===== src/hw/rtl/tvsg_pkg.sv =====
// Package of the three-voice sound generator: types, constants, tables.
// Used by the divider, datapath, controller and top level; depends on nothing.
package tvsg_pkg;
   localparam logic [2:0] CsrToneDiv = 3'd0;
   localparam logic [2:0] CsrEnvDiv  = 3'd1;
   localparam logic [2:0] CsrGain    = 3'd2;
   localparam logic [7:0] MixerReset = 8'h3F;
   localparam logic [8:0] GainReset  = 9'd205;
   localparam logic [11:0] SampleMax = 12'd4095;

   // Which divided value a division result is written to.
   typedef enum logic [2:0] {
      DIV_TONE0, DIV_TONE1, DIV_TONE2, DIV_NOISE, DIV_ENV
   } div_sel_type;

   typedef struct packed {
      logic        write;      // store register byte
      logic        div_start;  // start a division
      div_sel_type div_sel;
      logic        env_check;  // load envelope period, restart if settings changed
      logic        tick;       // advance generators and clear mix sum
      logic        mix_step;   // add one channel to the sum
      logic [1:0]  mix_ch;
      logic        scale;      // saturate product into the sample
   } cmd_type;

   typedef struct packed {
      logic div_busy;
   } status_type;

   function automatic logic [10:0] vol_level(input logic [3:0] lvl);
      logic [10:0] v;
      unique case (lvl)
         4'd0: v = 11'd0;     4'd1: v = 11'd80;    4'd2: v = 11'd100;
         4'd3: v = 11'd130;   4'd4: v = 11'd160;   4'd5: v = 11'd200;
         4'd6: v = 11'd250;   4'd7: v = 11'd300;   4'd8: v = 11'd370;
         4'd9: v = 11'd450;   4'd10: v = 11'd550;  4'd11: v = 11'd680;
         4'd12: v = 11'd850;  4'd13: v = 11'd1050; 4'd14: v = 11'd1300;
         default: v = 11'd1600;
      endcase
      return v;
   endfunction
endpackage


===== src/hw/rtl/tvsg_divider.sv =====
// Restoring divider, one quotient bit per cycle, result floored at one.
// Depends on tvsg_pkg.
module tvsg_divider import tvsg_pkg::*; (
   input  logic        clock,
   input  logic        reset,
   input  logic        start,
   input  logic [15:0] dividend,
   input  logic [8:0]  divisor,
   output logic        busy,
   output logic [15:0] quotient
);
   logic [15:0] q_ff, q_in;
   logic [16:0] rem_ff, rem_in;
   logic [8:0]  dvs_ff, dvs_in;
   logic [4:0]  cnt_ff, cnt_in;
   logic        busy_ff, busy_in;
   logic [16:0] trial;

   always_comb begin
      q_in = q_ff; rem_in = rem_ff; dvs_in = dvs_ff;
      cnt_in = cnt_ff; busy_in = busy_ff;
      trial = {rem_ff[15:0], q_ff[15]};
      if (start) begin
         q_in = dividend; rem_in = '0;
         dvs_in = (divisor == 9'd0) ? 9'd1 : divisor;
         cnt_in = 5'd16; busy_in = 1'b1;
      end else if (busy_ff) begin
         if (trial >= {8'd0, dvs_ff}) begin
            rem_in = trial - {8'd0, dvs_ff};
            q_in = {q_ff[14:0], 1'b1};
         end else begin
            rem_in = trial;
            q_in = {q_ff[14:0], 1'b0};
         end
         cnt_in = cnt_ff - 5'd1;
         if (cnt_ff == 5'd1) busy_in = 1'b0;
      end
   end

   always_ff @(posedge clock) begin
      if (reset) begin
         busy_ff <= 1'b0; cnt_ff <= '0;
      end else begin
         busy_ff <= busy_in; cnt_ff <= cnt_in;
      end
      q_ff <= q_in; rem_ff <= rem_in; dvs_ff <= dvs_in;
   end

   assign busy = busy_ff;
   assign quotient = (q_ff == 16'd0) ? 16'd1 : q_ff;
endmodule


===== src/hw/rtl/tvsg_datapath.sv =====
// Datapath: register file, generators, divider, mixer and gain.
// Depends on tvsg_pkg and tvsg_divider.
module tvsg_datapath import tvsg_pkg::*; (
   input  logic        clock,
   input  logic        reset,
   input  cmd_type     cmd,
   output status_type  status,
   input  logic [3:0]  wr_address,
   input  logic [7:0]  wr_data,
   input  logic [4:0]  tone_div,
   input  logic [8:0]  env_div,
   input  logic [8:0]  gain,
   output logic [11:0] sample
);
   logic [7:0]  regs_ff [16];
   logic [11:0] tcnt_ff [3];
   logic [11:0] tper_ff [3];
   logic [2:0]  tlvl_ff;
   logic [16:0] nshift_ff;
   logic [4:0]  ncnt_ff, nper_ff;
   logic        nlvl_ff;
   logic [15:0] ecnt_ff, eper_ff;
   logic [3:0]  estep_ff;
   logic        erise_ff, efrozen_ff;
   logic        lvalid_ff;
   logic [15:0] lper_ff;
   logic [3:0]  lshape_ff;
   logic [12:0] sum_ff;
   logic [21:0] prod_ff;
   logic [11:0] sample_ff;

   logic [15:0] dividend, quotient;
   logic [8:0]  divisor;
   logic        div_busy;

   always_comb begin
      unique case (cmd.div_sel)
         DIV_TONE0: dividend = {4'd0, regs_ff[1][3:0], regs_ff[0]};
         DIV_TONE1: dividend = {4'd0, regs_ff[3][3:0], regs_ff[2]};
         DIV_TONE2: dividend = {4'd0, regs_ff[5][3:0], regs_ff[4]};
         DIV_NOISE: dividend = {11'd0, regs_ff[6][4:0]};
         default:   dividend = {regs_ff[12], regs_ff[11]};
      endcase
      divisor = (cmd.div_sel == DIV_ENV) ? env_div : {4'd0, tone_div};
   end

   tvsg_divider u_div (
      .clock(clock), .reset(reset), .start(cmd.div_start), .dividend(dividend),
      .divisor(divisor), .busy(div_busy), .quotient(quotient)
   );
   assign status.div_busy = div_busy;

   logic [15:0] env_period;
   logic [3:0]  shape;
   assign env_period = {regs_ff[12], regs_ff[11]};
   assign shape = regs_ff[13][3:0];

   // Envelope step on reaching its period.
   logic [3:0] estep_nx;
   logic       erise_nx, efrozen_nx;
   always_comb begin
      estep_nx = estep_ff; erise_nx = erise_ff; efrozen_nx = efrozen_ff;
      if (erise_ff ? (estep_ff != 4'd15) : (estep_ff != 4'd0)) begin
         estep_nx = erise_ff ? estep_ff + 4'd1 : estep_ff - 4'd1;
      end else if (!shape[3]) begin
         estep_nx = 4'd0; efrozen_nx = 1'b1;
      end else if (shape[0]) begin
         if (shape[1]) estep_nx = 4'd15 - estep_ff;
         efrozen_nx = 1'b1;
      end else if (shape[1]) begin
         erise_nx = !erise_ff;
      end else begin
         estep_nx = erise_ff ? 4'd0 : 4'd15;
      end
   end

   logic [11:0] tinc [3];
   logic [4:0]  ninc;
   logic [15:0] einc;
   logic        nfb;
   always_comb begin
      for (int c = 0; c < 3; c++) tinc[c] = tcnt_ff[c] + 12'd1;
      ninc = ncnt_ff + 5'd1;
      einc = ecnt_ff + 16'd1;
      nfb = nshift_ff[0] ^ nshift_ff[3];
   end

   // Per-channel contribution for the mix step.
   logic [7:0]  vr;
   logic [3:0]  lvl;
   logic        t_on, n_on;
   always_comb begin
      vr = regs_ff[{2'b10, cmd.mix_ch}];
      lvl = vr[4] ? estep_ff : vr[3:0];
      t_on = regs_ff[7][cmd.mix_ch] | tlvl_ff[cmd.mix_ch];
      n_on = regs_ff[7][{1'b0, cmd.mix_ch} + 3'd3] | nlvl_ff;
   end

   always_ff @(posedge clock) begin
      if (reset) begin
         for (int i = 0; i < 16; i++) regs_ff[i] <= (i == 7) ? MixerReset : 8'd0;
         for (int c = 0; c < 3; c++) begin
            tcnt_ff[c] <= 12'd0; tper_ff[c] <= 12'd1;
         end
         tlvl_ff <= 3'b111;
         nshift_ff <= 17'd1; ncnt_ff <= 5'd0; nper_ff <= 5'd1; nlvl_ff <= 1'b1;
         ecnt_ff <= 16'd0; eper_ff <= 16'd1; estep_ff <= 4'd15;
         erise_ff <= 1'b0; efrozen_ff <= 1'b0; lvalid_ff <= 1'b0;
         lper_ff <= 16'd0; lshape_ff <= 4'd0;
         sample_ff <= 12'd0;
      end else begin
         if (cmd.write) regs_ff[wr_address] <= wr_data;
         if (cmd.env_check) begin
            eper_ff <= quotient;
            if (!lvalid_ff || env_period != lper_ff || shape != lshape_ff) begin
               ecnt_ff <= 16'd0; efrozen_ff <= 1'b0;
               erise_ff <= shape[2]; estep_ff <= shape[2] ? 4'd0 : 4'd15;
               lvalid_ff <= 1'b1; lper_ff <= env_period; lshape_ff <= shape;
            end
         end
         if (cmd.div_start && cmd.div_sel != DIV_TONE0) begin
            // result of the previous division is ready when the next starts
            unique case (cmd.div_sel)
               DIV_TONE1: tper_ff[0] <= quotient[11:0];
               DIV_TONE2: tper_ff[1] <= quotient[11:0];
               DIV_NOISE: tper_ff[2] <= quotient[11:0];
               default:   nper_ff <= quotient[4:0];
            endcase
         end
         if (cmd.tick) begin
            if (ninc >= nper_ff) begin
               ncnt_ff <= 5'd0;
               nshift_ff <= {nfb, nshift_ff[16:1]};
               nlvl_ff <= nshift_ff[1];
            end else ncnt_ff <= ninc;
            for (int c = 0; c < 3; c++) begin
               if (tinc[c] >= tper_ff[c]) begin
                  tcnt_ff[c] <= 12'd0; tlvl_ff[c] <= !tlvl_ff[c];
               end else tcnt_ff[c] <= tinc[c];
            end
            if (!efrozen_ff) begin
               if (einc >= eper_ff) begin
                  ecnt_ff <= 16'd0;
                  estep_ff <= estep_nx; erise_ff <= erise_nx; efrozen_ff <= efrozen_nx;
               end else ecnt_ff <= einc;
            end
         end
         if (cmd.scale) sample_ff <= (prod_ff[21:8] > {2'd0, SampleMax}) ? SampleMax
                                                                        : prod_ff[19:8];
      end
      if (cmd.tick) sum_ff <= 13'd0;
      else if (cmd.mix_step && t_on && n_on) sum_ff <= sum_ff + {2'd0, vol_level(lvl)};
      prod_ff <= sum_ff * gain;
   end

   assign sample = sample_ff;
endmodule


===== src/hw/rtl/tvsg_controller.sv =====
// Controller: sequences register writes, divisions, ticks and mixing.
// Depends on tvsg_pkg.
module tvsg_controller import tvsg_pkg::*; (
   input  logic       clock,
   input  logic       reset,
   input  logic       req_valid,
   output logic       req_ready,
   input  logic       req_action,
   output logic       rsp_valid,
   input  logic       rsp_ready,
   input  status_type status,
   output cmd_type    cmd
);
   typedef enum logic [3:0] {
      S_IDLE, S_DSTART, S_DWAIT, S_ENV, S_MIX, S_PROD, S_SCALE, S_OUT
   } state_type;

   state_type   state_ff, state_in;
   div_sel_type sel_ff, sel_in;
   logic [1:0]  ch_ff, ch_in;
   logic        rsp_ff, rsp_in;

   always_comb begin
      state_in = state_ff; sel_in = sel_ff; ch_in = ch_ff;
      rsp_in = rsp_ff;
      cmd = '0;
      cmd.div_sel = sel_ff; cmd.mix_ch = ch_ff;
      if (rsp_ff && rsp_ready) rsp_in = 1'b0;
      unique case (state_ff)
         S_IDLE: begin
            if (req_valid && req_ready) begin
               if (req_action) begin
                  cmd.write = 1'b1; sel_in = DIV_TONE0; state_in = S_DSTART;
               end else begin
                  cmd.tick = 1'b1; ch_in = 2'd0; state_in = S_MIX;
               end
            end
         end
         S_DSTART: begin
            cmd.div_start = 1'b1; state_in = S_DWAIT;
         end
         S_DWAIT: begin
            if (!status.div_busy) begin
               if (sel_ff == DIV_ENV) state_in = S_ENV;
               else begin
                  sel_in = div_sel_type'(sel_ff + 3'd1); state_in = S_DSTART;
               end
            end
         end
         S_ENV: begin
            cmd.env_check = 1'b1; state_in = S_IDLE;
         end
         S_MIX: begin
            cmd.mix_step = 1'b1;
            if (ch_ff == 2'd2) state_in = S_PROD;
            ch_in = ch_ff + 2'd1;
         end
         S_PROD: state_in = S_SCALE;
         S_SCALE: begin
            // The output register is only overwritten once its item has gone.
            if (!rsp_ff || rsp_ready) begin
               cmd.scale = 1'b1; state_in = S_OUT;
            end
         end
         S_OUT: begin
            if (!rsp_ff || rsp_ready) begin
               rsp_in = 1'b1; state_in = S_IDLE;
            end
         end
         default: state_in = S_IDLE;
      endcase
   end

   always_ff @(posedge clock) begin
      if (reset) begin
         state_ff <= S_IDLE; sel_ff <= DIV_TONE0; ch_ff <= 2'd0;
         rsp_ff <= 1'b0;
      end else begin
         state_ff <= state_in; sel_ff <= sel_in; ch_ff <= ch_in;
         rsp_ff <= rsp_in;
      end
   end

   assign req_ready = (state_ff == S_IDLE);
   assign rsp_valid = rsp_ff;
endmodule


===== src/hw/rtl/three_voice_sound_generator.sv =====
// Three-voice sound generator. A sample tick passes through the mix of three channels, the
// product, saturate and output steps; the sample is offered as the input reopens, provided
// the previous sample has left; a waiting sample holds the saturate step.
// A register write runs five serial divisions (a start, then a wait for the result) in the
// shared divider, then the envelope check. One item at a time. Reset (synchronous, active
// high) restores the register file and generator state.
module three_voice_sound_generator import tvsg_pkg::*; (
   input  logic        clock,
   input  logic        reset,
   input  logic        req_valid,
   output logic        req_ready,
   input  logic        req_action,
   input  logic [3:0]  req_reg_address,
   input  logic [7:0]  req_reg_data,
   output logic        rsp_valid,
   input  logic        rsp_ready,
   output logic [11:0] rsp_sample,
   input  logic        csr_valid,
   output logic        csr_ready,
   input  logic [1:0]  csr_index,
   input  logic [8:0]  csr_data
);
   // Configuration registers are always writable.
   logic [4:0] tone_div_ff;
   logic [8:0] env_div_ff, gain_ff;

   always_ff @(posedge clock) begin
      if (reset) begin
         tone_div_ff <= 5'd1; env_div_ff <= 9'd1; gain_ff <= GainReset;
      end else if (csr_valid) begin
         unique case ({1'b0, csr_index})
            CsrToneDiv: tone_div_ff <= csr_data[4:0];
            CsrEnvDiv:  env_div_ff  <= csr_data;
            CsrGain:    gain_ff     <= csr_data;
            default: ;
         endcase
      end
   end
   assign csr_ready = 1'b1;

   cmd_type    cmd;
   status_type status;

   tvsg_controller u_ctrl (
      .clock(clock), .reset(reset), .req_valid(req_valid), .req_ready(req_ready),
      .req_action(req_action), .rsp_valid(rsp_valid), .rsp_ready(rsp_ready),
      .status(status), .cmd(cmd)
   );

   // The write address and data are taken in the acceptance cycle itself.
   tvsg_datapath u_dp (
      .clock(clock), .reset(reset), .cmd(cmd), .status(status),
      .wr_address(req_reg_address), .wr_data(req_reg_data),
      .tone_div(tone_div_ff), .env_div(env_div_ff), .gain(gain_ff),
      .sample(rsp_sample)
   );
endmodule


===== config.mk =====
export PLATFORM = sky130hd
export DESIGN_NAME = three_voice_sound_generator
export DESIGN_NICKNAME = d
export VERILOG_FILES = /design/src/hw/rtl/tvsg_pkg.sv /design/src/hw/rtl/tvsg_divider.sv /design/src/hw/rtl/tvsg_datapath.sv /design/src/hw/rtl/tvsg_controller.sv /design/src/hw/rtl/three_voice_sound_generator.sv
export SDC_FILE = /design/constraint.sdc
export NUM_CORES = 1
export LEC_CHECK = 0
export BUFFER_PORTS_ARGS = -buffer_cell sky130_fd_sc_hd__buf_2
export CORE_ASPECT_RATIO = 0.5
export CORE_MARGIN = 3
export CORE_UTILIZATION = 35
export CTS_CLUSTER_SIZE = 25
export DETAILED_ROUTE_END_ITERATION = 7
export PLACE_DENSITY = 0.48
export SYNTH_ARGS = -nofsm -noshare
export SYNTH_HDL_FRONTEND = slang
export SYNTH_SLANG_ARGS = --single-unit

===== constraint.sdc =====
create_clock -name clock -period 6.6 [get_ports clock]
set_input_delay 0.99 -clock clock [delete_from_list [all_inputs] [get_ports clock]]
set_output_delay 0.99 -clock clock [all_outputs]
set_load 0.03 [all_outputs]

==> flow_results.org, run 1 <==
** Finish
- The net count of the finished layout is 2396.
- Relative to the synthesized area, the layout overhead comes to 10.4%.
- Post-route cell area :: 23500 µm²
- Cells fill 39.4% of the core in the end.
- Share of post-route cells with drive strength above 1 :: 7.77%

** Run
- The tool flagged a number of max-cap violations equal to 0.

** Drt
- The first routing iteration left 1016 violations.
- Wire length reported by the detailed router :: 49400 µm
- Total via count after detailed routing :: 14600
- For this run, design rule violations remaining after detail routing come to 0.
- After detailed routing, the number of vias per cell comes to 4.87.
- Routed length on met2 :: 21800 µm
- For this block, wires on met1 add up to 24900 µm.
- Routed met3 length :: 1910 µm
- Average routed wire per standard cell :: 16.5 µm
- The count of nets left with antenna violations once routing finished came out at 0.
- The highest layer touched by signal routing is met4.
- Total iterations of the first detailed-routing run :: 5

** STA
- Actual transition at the worst max-transition pin :: 1.19 ns
- Final setup fails :: 0
- The number of hold violations in the final report came to 0.
- The smallest clock period supported by the final layout is computed as 5.17 ns.
- Setup repair after global routing missed its margin :: false
- The number of slew-limit violations in the final report came to 0.
- Final sum of negative setup slack :: 0 ns
- Dividing the final minimum period by the clock period gives 78.3%.
- Normalized max-slew margin :: 19.7%
- Final Skew :: 0.0263 ns
- Achievable frequency :: 193 MHz
- Crit path setup slack, layout :: 1.43 ns

** Clock tree
- Sink count of the clock tree :: 364
- # resized after CTS :: 0
- CTS H-Tree Depth :: 2
- Once the clock tree was built, the setup fixing pass inserted 0 buffers.
- Clock latency of the later-clocked register in the worst-skew pair :: 0.56 ns
- Clock Pin Slew Worst Setup and Hold Paths :: 0.07 ns
- Total clock buffers created by CTS :: 37
- CTS Root Buffer Type :: clkbuf_16
- For this design, the CTS-stage hold fixing added 0 buffers.
- Maximum root-to-sink buffer count :: 3
- TritonCTS built the clock tree.

** Power and ir drop
- Share of total power in combinational logic :: 38.7%
- Total power for the finished layout comes to 0.00854 W.
- Share of total power in the clock network :: 25.7%
- Switching power :: 0.00317 W
- Internal Power :: 0.00537 W
- Net switching is 37.1% of the power.
- VDD sags by at most 0.000280 V.
- In this run the power density over the cells is 363 nW/µm².
- Per report_power, the sequential group accounts for 35.6% of the total.
- Static power due to leakage :: 9.45 nW

** Worst setup path
- CP most frequent cell :: fa_1
- Critical path's largest stage delay :: 0.61 ns
- STA puts the critical path data arrival time at 5.62 ns.
- Slowest cell on crit path :: dfxtp_1
- Walking the worst path, the cells encountered are nand2_1 -> fa_1 -> fa_1 -> inv_1 -> fa_1 -> inv_1 -> fa_1 -> inv_1 -> ha_1 -> a21oi_1 -> nand2_1 -> a41oi_1 -> o221a_2 -> o21ai_2 -> nor4_1 -> nor3_1 -> xnor2_1.
- STA puts the critical path data required time at 7.05 ns.
- Maximum fanout along the worst path :: 12
- Worst setup EP type :: flop
- The worst setup path is of the reg2reg kind.
- Launching element type of the critical path :: flop

** Logic synthesis
- Sequential elements use 42.7% of the synthesized area.
- #FFs+latches synth :: 364
- Count of unique library cells instantiated by Yosys :: 81
- In this run the mean area of a mapped cell was 9.88 µm².
- Post-synth net total :: 2393
- Async set-reset flop share out of synthesis :: 0%
- Post-Synthesis Cell Area :: 21300 µm²
- The most used flip-flop cell after synthesis is dfxtp_1.
- Post-synthesis instance total :: 2155
- Yosys Warn Count :: 0
- In this run, synthesis inferred 181 flip-flops with an integrated enable.

** Floorplan
- 44 I/O pins were placed.
- The floorplan step set the die height to 180 µm.
- In this run the standard cell core region covers 59700 µm².
- Cell row count :: 63
- For this configuration, the core starts out at a cell density of 35.7%.
- Die Footprint :: 64000 µm²
- In this run the horizontal extent of the chip is 355 µm.

** Placement
- The congestion estimate from routability-driven global placement came to 0.776.
- Number of port buffers :: 42
- Prior to clock tree synthesis, the placed netlist has a worst setup slack of 1.45 ns.
- Once placement finished, the instance area stood at 22300 µm².
- Placed wire-length estimate after detailed placement :: 35800 µm

** Run status
- Status :: finished clean

** GRT
- Entering global routing, the biggest net connects 67 pins.
- Total GRT Usage :: 15.6%
- The total overflow left after global routing is 0.
- The number of global-route vias before repair came to 14400.
- The number of antenna violations at the first check in global routing was 1.
- Global-route wire length before repair :: 80400 µm

** Hold path
- The min-delay analysis places its worst path in the category reg2reg.
logic make-up (layout without fill, tap and decap cells):
kind of cell | count (synthesis) | after routing | share of synthesized area, %
DFF | 364 | 364 | 42.7
buffers and inverters | 285 | 317 | 5.26
other | 1 | 2 | 0.0176
xor gates and xnor gates | 107 | 107 | 4.40
muxes | 76 | 76 | 4.18
AOI/OAI and AO/OA | 327 | 327 | 10.1
adders and majority gates | 209 | 209 | 14.9
and+or+nand+nor | 786 | 786 | 18.4
worst max-delay path, delay by kind of cell, from the launching register on:
kind | cells | cell delay (ns)
adders and majority gates | 5 | 2.45
AOI/OAI and AO/OA | 4 | 1.18
DFF | 1 | 0.61
and+or+nand+nor | 4 | 0.54
buffers and inverters | 3 | 0.15
xor gates and xnor gates | 1 | 0.13
power groups by stage:
stage / clock, W / sequential (W) / combinational, W
after global routing: 0.00235 / 0.00310 / 0.00385
after floorplan: 0 / 0.00293 / 0.00273
after CTS: 0.00226 / 0.00305 / 0.00337
after detailed placement: 0 / 0.00310 / 0.00335
final: 0.00219 / 0.00304 / 0.00331
after global placement: 0 / 0.00309 / 0.00334
cells in the mapped netlist, types with 5 or more instances:
cell type	instances	area, µm²
a211oi_1	23	173
a211oi_2	7	87.6
a21o_1	15	113
a21oi_1	102	510
a21oi_2	5	43.8
a221oi_1	7	61.3
a22o_1	9	78.8
a22oi_1	15	113
a31oi_1	15	93.8
a41oi_1	7	61.3
and2_1	158	988
and3_1	21	131
buf_1	5	18.8
buf_2	13	65.1
buf_4	5	37.5
clkbuf_1	72	270
dfxtp_1	183	3660
edfxtp_1	181	5440
fa_1	73	1460
ha_1	136	1700
inv_1	188	706
mux2_2	6	67.6
mux2i_1	59	591
mux4_2	9	203
nand2_1	195	732
nand2b_1	24	150
nand3_1	49	245
nand4_1	14	87.6
nor2_1	189	709
nor2b_1	48	300
nor3_1	31	155
nor4_1	16	100
o211ai_1	7	52.6
o21a_1	7	52.6
o21ai_0	62	310
o21bai_1	5	37.5
o31ai_1	6	45.0
or2_2	9	56.3
or3_1	9	56.3
xnor2_1	71	622
xor2_1	36	315
layout by cell type, fill, tap and decap left out, types with 20 or more instances in the layout:
cell type	instances
a211oi_1	23
a21oi_1	101
and2_1	158
and3_1	21
buf_2	41
buf_4	20
clkbuf_16	37
dfxtp_1	183
edfxtp_1	181
fa_1	73
ha_1	136
inv_1	188
mux2i_1	59
nand2_1	195
nand2b_1	24
nand3_1	49
nor2_1	189
nor2b_1	48
nor3_1	30
o21ai_0	62
xnor2_1	71
xor2_1	36
sequential cells by signal, indices dropped and copies added (netlist names), 5 cells and up, named ones only:
| name | flops |
|---|---|
| u_dp.nshift_ff | 17 |
| u_dp.nper_ff | 5 |
| u_dp.ecnt_ff | 16 |
| u_dp.sum_ff | 12 |
| u_dp.u_div.cnt_ff | 5 |
| gain_ff | 9 |
| u_dp.u_div.rem_ff | 16 |
| u_dp.eper_ff | 16 |
| u_dp.tper_ff | 36 |
| u_dp.sample | 12 |
| u_dp.tcnt_ff | 36 |
| u_dp.prod_ff | 14 |
| u_dp.u_div.dvs_ff | 9 |
| u_dp.u_div.q_ff | 16 |
| u_dp.regs_ff | 84 |
| u_dp.lper_ff | 16 |
| tone_div_ff | 5 |
| u_dp.ncnt_ff | 5 |
| env_div_ff | 9 |
cell type report:
| class | count | area, µm² |
|---|---|---|
| Inverter | 188 | 706 |
| Antenna cell | 1 | 2.50 |
| Clock inverter | 21 | 231 |
| Tap cell | 812 | 1020 |
| Timing Repair Buffer | 61 | 355 |
| Sequential cell | 364 | 9100 |
| Clock buffer | 47 | 993 |
| Multi-Input combinational cell | 1506 | 11100 |
| Fill cell | 5976 | 36200 |
path summary, 6_finish.rpt:
| path | from | end | slack, ns | cells after the start |
|---|---|---|---|---|
| setup reg to reg | u_dp.sum_ff[2] | u_dp.prod_ff[21] | 1.43 | 17 |
| hold reg to reg | u_dp.eper_ff[4] | u_dp.eper_ff[4] | 0.46 | 2 |
| hold / removal | u_dp.eper_ff[4] | u_dp.eper_ff[4] | 0.46 | 2 |
| setup / recovery | u_dp.sum_ff[2] | u_dp.prod_ff[21] | 1.43 | 17 |
stage by stage:
step,hold WS [ns],instances
after floorplan,0.432,2155
after global placement,0.444,2931
after detailed placement,0.447,2931
after CTS,0.456,2999
after global routing,0.472,2999
final,0.455,3000
per-layer routing:
metal | track usage, % | vias to the layer above
met5 | 0 | -
li1 | - | 7357
met1 | 23.0 | 7026
met4 | 3.02 | 0
met3 | 2.44 | 53
met2 | 24.2 | 183
Note: power is estimated with default switching activity, not from simulation.
==> run 2: changes to the inputs <==
--- a/config.mk
+++ b/config.mk
@@ -11,7 +11,7 @@
 export CORE_UTILIZATION = 35
 export CTS_CLUSTER_SIZE = 25
 export DETAILED_ROUTE_END_ITERATION = 7
-export PLACE_DENSITY = 0.48
+export PLACE_DENSITY = 0.49
 export SYNTH_ARGS = -nofsm -noshare
 export SYNTH_HDL_FRONTEND = slang
 export SYNTH_SLANG_ARGS = --single-unit
==> constraint.sdc (replaced) <==
create_clock -name clock -period 4.4 [get_ports clock]
set_input_delay 0.66 -clock clock [delete_from_list [all_inputs] [get_ports clock]]
set_output_delay 0.66 -clock clock [all_outputs]
set_load 0.03 [all_outputs]
==> flow_results.org, run 2 (synthesis results as in run 1) <==
** Clock tree
- In this run the deepest clock path goes through 3 buffers.
- For the worst-skew pair, the clock arrives at the later sink with an insertion delay of 0.56 ns.
- Clock tree from TritonCTS :: yes
- The H-tree was split into 2 levels.
- Clock Pin Slew Worst Setup and Hold Paths :: 0.06 ns
- The root buffer cell chosen for the clock tree is clkbuf_16.
- Clock tree synthesis inserted a total of 38 buffers.
- Buffers inserted to repair hold after CTS numbered 0.
- Clock tree synthesis found a total of 364 sinks.

** STA
- After layout, the worst setup slack is 0.131 ns.
- Achievable frequency :: 234 MHz
- Final slew viol count :: 0
- Headroom to the max-slew limit came out at 20.9%.
- Hold WS :: 0.373 ns
- Period minus WS final :: 4.27 ns
- Endpoints failing hold :: 0
- Clock skew on the completed layout was measured at 0.0183 ns.
- Final setup fails :: 0
- In the final timing run, aggregate negative setup slack is 0 ns.
- In the finished design, the share of the clock period the worst path needs comes to 97.0%.
- Actual transition at the worst max-transition pin :: 1.17 ns

** Worst setup path
- Required time at the endpoint of the critical path :: 4.88 ns
- Worst setup EP type :: flop
- Worst path bufs/invs :: 6
- In this design, the stage delay of the slowest critical-path cell is 0.54 ns.
- Critical Setup Path Class :: reg2reg
- Delay-heaviest family, CP :: adder cells
- On the critical path, the stage with the largest delay is an instance of fa_1.
- Launching element type of the critical path :: flop
- In this run the worst path has a maximum fanout of 4.
- CP most frequent cell :: fa_1
- The signal on the critical path passes through buf_12 -> buf_4 -> and2_4 -> fa_1 -> inv_2 -> fa_1 -> inv_1 -> fa_1 -> inv_2 -> fa_1 -> inv_2 -> ha_4 -> nand4_1 -> o221a_4 -> o21ai_4 -> nor4_4 -> nor3_2 -> xnor2_1.
- At the worst endpoint, the arrival time is 4.75 ns.

** Drt
- Total iterations of the first detailed-routing run :: 4
- Total via count after detailed routing :: 15000
- After detailed routing, the number of remaining DRC violations is 0.
- DRT antenna net count :: 0
- Via density :: 4.85
- The detailed router finished its first iteration with 794 violations.
- Wires add up to 48900 µm.
- Average routed wire per standard cell :: 15.8 µm

** Hold path
- In this run the worst hold path is classified as in2reg.

** GRT
- Final global-route overflow total :: 0
- The number of global-route vias before repair is 14700.
- Global-route wire length before repair :: 79600 µm
- Total GRT Usage :: 15.3%
- Entering global routing, the biggest net connects 52 pins.
- Antenna violations before repair :: 0

** Floorplan
- Horizontal die dimension :: 355 µm
- Placeable core area :: 59700 µm²
- From bottom edge to top edge, the die measures 180 µm.
- For this configuration, the core starts out at a cell density of 35.7%.
- Die Footprint :: 64000 µm²
- I/O pin total :: 44
- The floorplan has 63 rows.

** Power and ir drop
- Share of total power in combinational logic :: 44.3%
- Share of total power in the clock network :: 23.3%
- The worst-case IR drop observed on VDD is 0.000474 V.
- Summed over all nets, the switching power comes to 0.00509 W.
- Sequential power share :: 32.4%
- The internal power of the cells totals 0.00883 W.
- For this design the ratio of total power to cell area is 566 nW/µm².
- Of the total power, the share spent switching nets is 36.6%.
- Total power of the final layout :: 0.0139 W
- Static power due to leakage :: 9.95 nW

** Run
- Count of max-cap constraint violations :: 0

** Finish
- Synthesis-to-layout area growth :: 15.5%
- Most common cell after layout, fill and taps aside :: nand2_1
- Max reg flops :: 84
- Post-route cell area :: 24600 µm²
- Largest registers :: u_dp.regs_ff: 84 flops, u_dp.tcnt_ff: 36 flops, u_dp.tper_ff: 36 flops
- The repair_antennas step left the layout with diodes totalling 0.
- Commonest non-fill, non-tap cells in the layout :: nand2_1 (189), nor2_1 (188), inv_1 (181), edfxtp_1 (181), dfxtp_1 (164)
- At the end of the flow, the number of nets in the layout was 2491.
- After filler insertion, the fill cell instance count of the layout stands at 5935.
- Largest register by flop count :: u_dp.regs_ff
- In the final layout, the share of cells above drive strength 1 is 14.6%.

** Placement
- Placed wire-length estimate after detailed placement :: 36000 µm
- Number of port buffers :: 42
- Once placement finished, the instance area stood at 22900 µm².
- Timing analysis after detailed placement gives a worst setup slack of -0.160 ns.
- Final GP Congestion :: 0.755

** Run status
- Status :: finished clean
-- run 2: layout make-up --
type	instances	area (µm²)	area share [%]
tap	812	1020	4.13
multi-input combinational	1506	11400	46.3
inverter	188	706	2.87
clock inverter	17	154	0.626
clock buffer	53	1080	4.39
sequential	364	9150	37.2
timing repair buffer	155	1100	4.48
-- run 2: worst min-delay path, delay by kind of cell --
kind,cells,cell delay (ns)
simple gates,1,0.07
mux,1,0.06
buf+inv,1,0.09
-- run 2: worst paths after layout --
kind / start / end / slack, ns / depth (start not counted)
worst max-delay path: u_dp.sum_ff[7] / u_dp.prod_ff[21] / 0.13 / 18
worst min-delay path: csr_data[5] / env_div_ff[5] / 0.37 / 3
worst max register to register: u_dp.sum_ff[7] / u_dp.prod_ff[21] / 0.13 / 18
worst min register to register: u_dp.eper_ff[2] / u_dp.eper_ff[2] / 0.45 / 2
-- run 2: per-stage QoR --
| stage | util (%) | cells |
|---|---|---|
| after floorplan | - | 2155 |
| after global placement | 38.4 | 3016 |
| after detailed placement | 38.4 | 3016 |
| after CTS | 40.7 | 3089 |
| after global routing | 41.2 | 3095 |
| final | 41.2 | 3095 |
-- run 2: repair_timing --
action,4_1_cts,5_1_grt
gates resized for setup,35,49
setup buffers,4,7
setup endpoints to repair,5,9
pin swaps,25,49
-- run 2: per-layer routing --
layer	GRT usage, %	share of wire, %
met5	0	0
met1	22.2	50
met4	2.91	1.5
met3	2.60	3.6
met2	24.2	45
-- run 2: power groups by stage --
stage	clock, W	combinational (W)	sequential (W)
floorplan	0	0.00412	0.00440
global placement	0	0.00562	0.00457
detailed placement	0	0.00564	0.00457
CTS	0.00336	0.00583	0.00451
global route	0.00350	0.00704	0.00458
finish	0.00324	0.00617	0.00451
==> run 3: changes to the inputs <==
--- a/config.mk
+++ b/config.mk
@@ -7,11 +7,11 @@
 export LEC_CHECK = 0
 export BUFFER_PORTS_ARGS = -buffer_cell sky130_fd_sc_hd__buf_2
 export CORE_ASPECT_RATIO = 0.5
-export CORE_MARGIN = 3
-export CORE_UTILIZATION = 35
+export CORE_MARGIN = 2
+export CORE_UTILIZATION = 50
 export CTS_CLUSTER_SIZE = 25
 export DETAILED_ROUTE_END_ITERATION = 7
-export PLACE_DENSITY = 0.49
+export PLACE_DENSITY = 0.66
 export SYNTH_ARGS = -nofsm -noshare
 export SYNTH_HDL_FRONTEND = slang
 export SYNTH_SLANG_ARGS = --single-unit
==> flow_results.org, run 3 (synthesis results as in run 1) <==
** Run status
- The run finished with clean final reports.

** Worst setup path
- Delay-heaviest family, CP :: adder cells
- STA classifies the critical path startpoint as a flop.
- Data on the critical path is required at its endpoint by 4.87 ns.
- On the worst path, the slowest cell contributes a delay of 0.58 ns.
- The critical path is of the reg2reg type.
- Worst path arrival time :: 4.76 ns
- Slack of the worst reg-to-reg path :: 0.11 ns
- Worst setup EP type :: flop
- Traced cell by cell, the critical path runs through buf_4 -> and2_1 -> fa_2 -> fa_1 -> fa_1 -> inv_1 -> fa_1 -> inv_1 -> ha_1 -> a21o_1 -> a21oi_2 -> o221a_4 -> o21ai_4 -> o21a_1 -> nor2_2 -> xnor2_1.
- Slowest cell on crit path :: fa_2
- CP most frequent cell :: fa_1
- The worst register-to-register path has a depth of 16.
- Maximum fanout along the worst path :: 8
- Worst path bufs/invs :: 3
- Capturing point of the worst reg2reg path :: u_dp.prod_ff[20]
- Critical register-to-register path startpoint :: gain_ff[5]

** Clock tree
- Clock tree from TritonCTS :: yes
- In this run the number of H-tree levels came out at 2.
- Clock latency of the later-clocked register in the worst-skew pair :: 0.54 ns
- Clock Pin Slew Worst Setup and Hold Paths :: 0.06 ns
- Buffers inserted during clock tree synthesis total 35.
- The tree is rooted in a clkbuf_16.
- Hold bufs inserted after CTS :: 0
- Sink count of the clock tree :: 364
- Maximum root-to-sink buffer count :: 3

** STA
- For the final routed database, the setup TNS stands at 0 ns.
- Actual transition at the worst max-transition pin :: 1.19 ns
- Final slew viol count :: 0
- Hold WS :: 0.382 ns
- The smallest clock period supported by the final layout is computed as 4.29 ns.
- Normalized max-slew margin :: 19.6%
- After layout, the worst path uses 97.5% of the clock period.
- Final setup fails :: 0
- The number of hold violations in the final report came to 0.
- Achievable frequency :: 233 MHz
- Clock skew on the completed layout was measured at 0.0252 ns.

** Drt
- DRC errors left :: 0
- DRC violation total after the first TritonRoute iteration :: 829
- In the final routed layout, each cell accounts on average for 16.2 µm.
- Total via count after detailed routing :: 15100
- Summed over all nets, wire length on met2 after detailed routing comes to 20900 µm.
- Wire length reported by the detailed router :: 46000 µm
- Detailed routing placed a total of 2100 µm of wire on met3.
- Highest routed metal layer :: met4
- The count of nets left with antenna violations once routing finished came out at 0.
- Total iterations of the first detailed-routing run :: 5
- For this block, wires on met1 add up to 22200 µm.
- Dividing the detail-routed via count by the number of cells gives 5.31.

** Run
- Across the run, the number of max-cap violations was 0.

** Floorplan
- The floorplan has 53 rows.
- Once the floorplan was initialized, standard cells occupied 50.7% of the core.
- The core region is 42000 µm².
- Die Footprint :: 44300 µm²
- Measured along the y axis, the die boundary spans 150 µm.
- I/O pin total :: 44
- From left edge to right edge, the die measures 296 µm.

** Power and ir drop
- The internal power of the cells totals 0.00871 W.
- Power Dens Cells :: 574 nW/µm²
- Maximum vdd ir drop :: 0.000662 V
- Share of total power in combinational logic :: 45.4%
- Net switching is 36.9% of the power.
- In this run the power spent charging and discharging nets is 0.00508 W.
- For this design the static power due to leakage is 9.83 nW.
- The clock network burns 21.9% of the power.
- In this run, flip-flops and latches consume 32.7% of the power.

** GRT
- Global-route wire length before repair :: 76000 µm
- Total GRT Usage :: 21.4%
- Summed over all layers, the global routing overflow is 0.
- Vias in the first global route :: 14900
- Maximum number of pins on one net before global-route repair :: 65
- Antenna violations before repair :: 1

** Hold path
- For hold timing, the worst endpoint is env_div_ff[8].
- Worst hold path depth :: 3
- Worst min-delay path startpoint :: csr_data[8]
- Path category of the worst min-delay check :: in2reg

** Finish
- In the layout the commonest cells are nand2_1 (191), nor2_1 (188), edfxtp_1 (181).
- In the final layout, the registers with the most flip-flops are u_dp.regs_ff: 84 flops, u_dp.tcnt_ff: 36 flops, u_dp.tper_ff: 36 flops.
- After the last flow step, the layout net total stands at 2474.
- Compared with the post-synthesis result, the final layout area differs by 12.8%.
- Ranked by flip-flop count, first place goes to u_dp.regs_ff.
- The layout has 3598 filler cells.
- In the final layout, the share of cells above drive strength 1 is 14.1%.
- Max reg flops :: 84
- Most common cell after layout, fill and taps aside :: nand2_1

** Placement
- Number of port buffers :: 42
- The congestion estimate from routability-driven global placement came to 0.824.
- Detailed placement ended at an HPWL of 33100 µm.
-- run 3: worst max-delay path by stage --
stage | cells after the start | startpoint | endpoint
after floorplan | 18 | gain_ff[2] | u_dp.prod_ff[21]
after global placement | 17 | gain_ff[8] | u_dp.prod_ff[21]
after detailed placement | 17 | gain_ff[5] | u_dp.prod_ff[21]
after CTS | 17 | u_dp.sum_ff[7] | u_dp.prod_ff[18]
after global routing | 16 | gain_ff[2] | u_dp.prod_ff[20]
final | 16 | gain_ff[5] | u_dp.prod_ff[20]
-- run 3: worst reg2reg max path, cell delays in order, from the launching register on --
cell,delay [ns]
dfxtp_4,0.37
buf_4,0.16
and2_1,0.17
fa_2,0.58
fa_1,0.42
fa_1,0.56
inv_1,0.06
fa_1,0.53
inv_1,0.05
ha_1,0.21
a21o_1,0.17
a21oi_2,0.17
o221a_4,0.24
o21ai_4,0.07
o21a_1,0.22
nor2_2,0.12
xnor2_1,0.12
-- run 3: cell type report --
type	instances	area, µm²	share of cell area (%)
clock inverter	12	85.1	0.354
clock buffer	52	1050	4.38
multi-input combinational	1506	11300	47.1
inverter	188	706	2.94
sequential	364	9150	38.1
antenna	1	2.50	0.0104
timing repair buffer	141	971	4.04
tap	577	722	3.01
-- run 3: what timing repair did --
action	CTS	global route
setup endpoints to repair	5	11
pin swaps	11	39
buffers inserted	7	4
resized for setup	27	58
-- run 3: power by group through the flow --
stage / clock [W] / sequential [W] / combinational, W
6_report: 0.00302 / 0.00451 / 0.00626
5_1_grt: 0.00324 / 0.00457 / 0.00706
4_1_cts: 0.00309 / 0.00449 / 0.00585
3_5_place_dp: 0 / 0.00455 / 0.00554
3_3_place_gp: 0 / 0.00455 / 0.00548
2_1_floorplan: 0 / 0.00440 / 0.00412
-- run 3: metal layers --
metal  vias up  GRT usage (%)
li1       7528              -
met1      7242           30.1
met2       250           34.5
met3        66           3.59
met4         0           4.87
met5         -              0
-- run 3: metrics by stage --
| stage | utilization [%] | setup slack, ns | total power [W] | cells | area [µm²] |
|---|---|---|---|---|---|
| 3_5_place_dp | 53.6 | -0.236 | 0.0101 | 2765 | 22500 |
| 5_1_grt | 57.2 | -0.0184 | 0.0149 | 2841 | 24000 |
| 4_1_cts | 56.7 | 0.000604 | 0.0134 | 2836 | 23800 |
| 6_report | 57.2 | 0.109 | 0.0138 | 2841 | 24000 |
| 3_3_place_gp | 53.6 | -0.132 | 0.0100 | 2765 | 22500 |
| 2_1_floorplan | - | -0.00433 | 0.00852 | 2155 | 21300 |
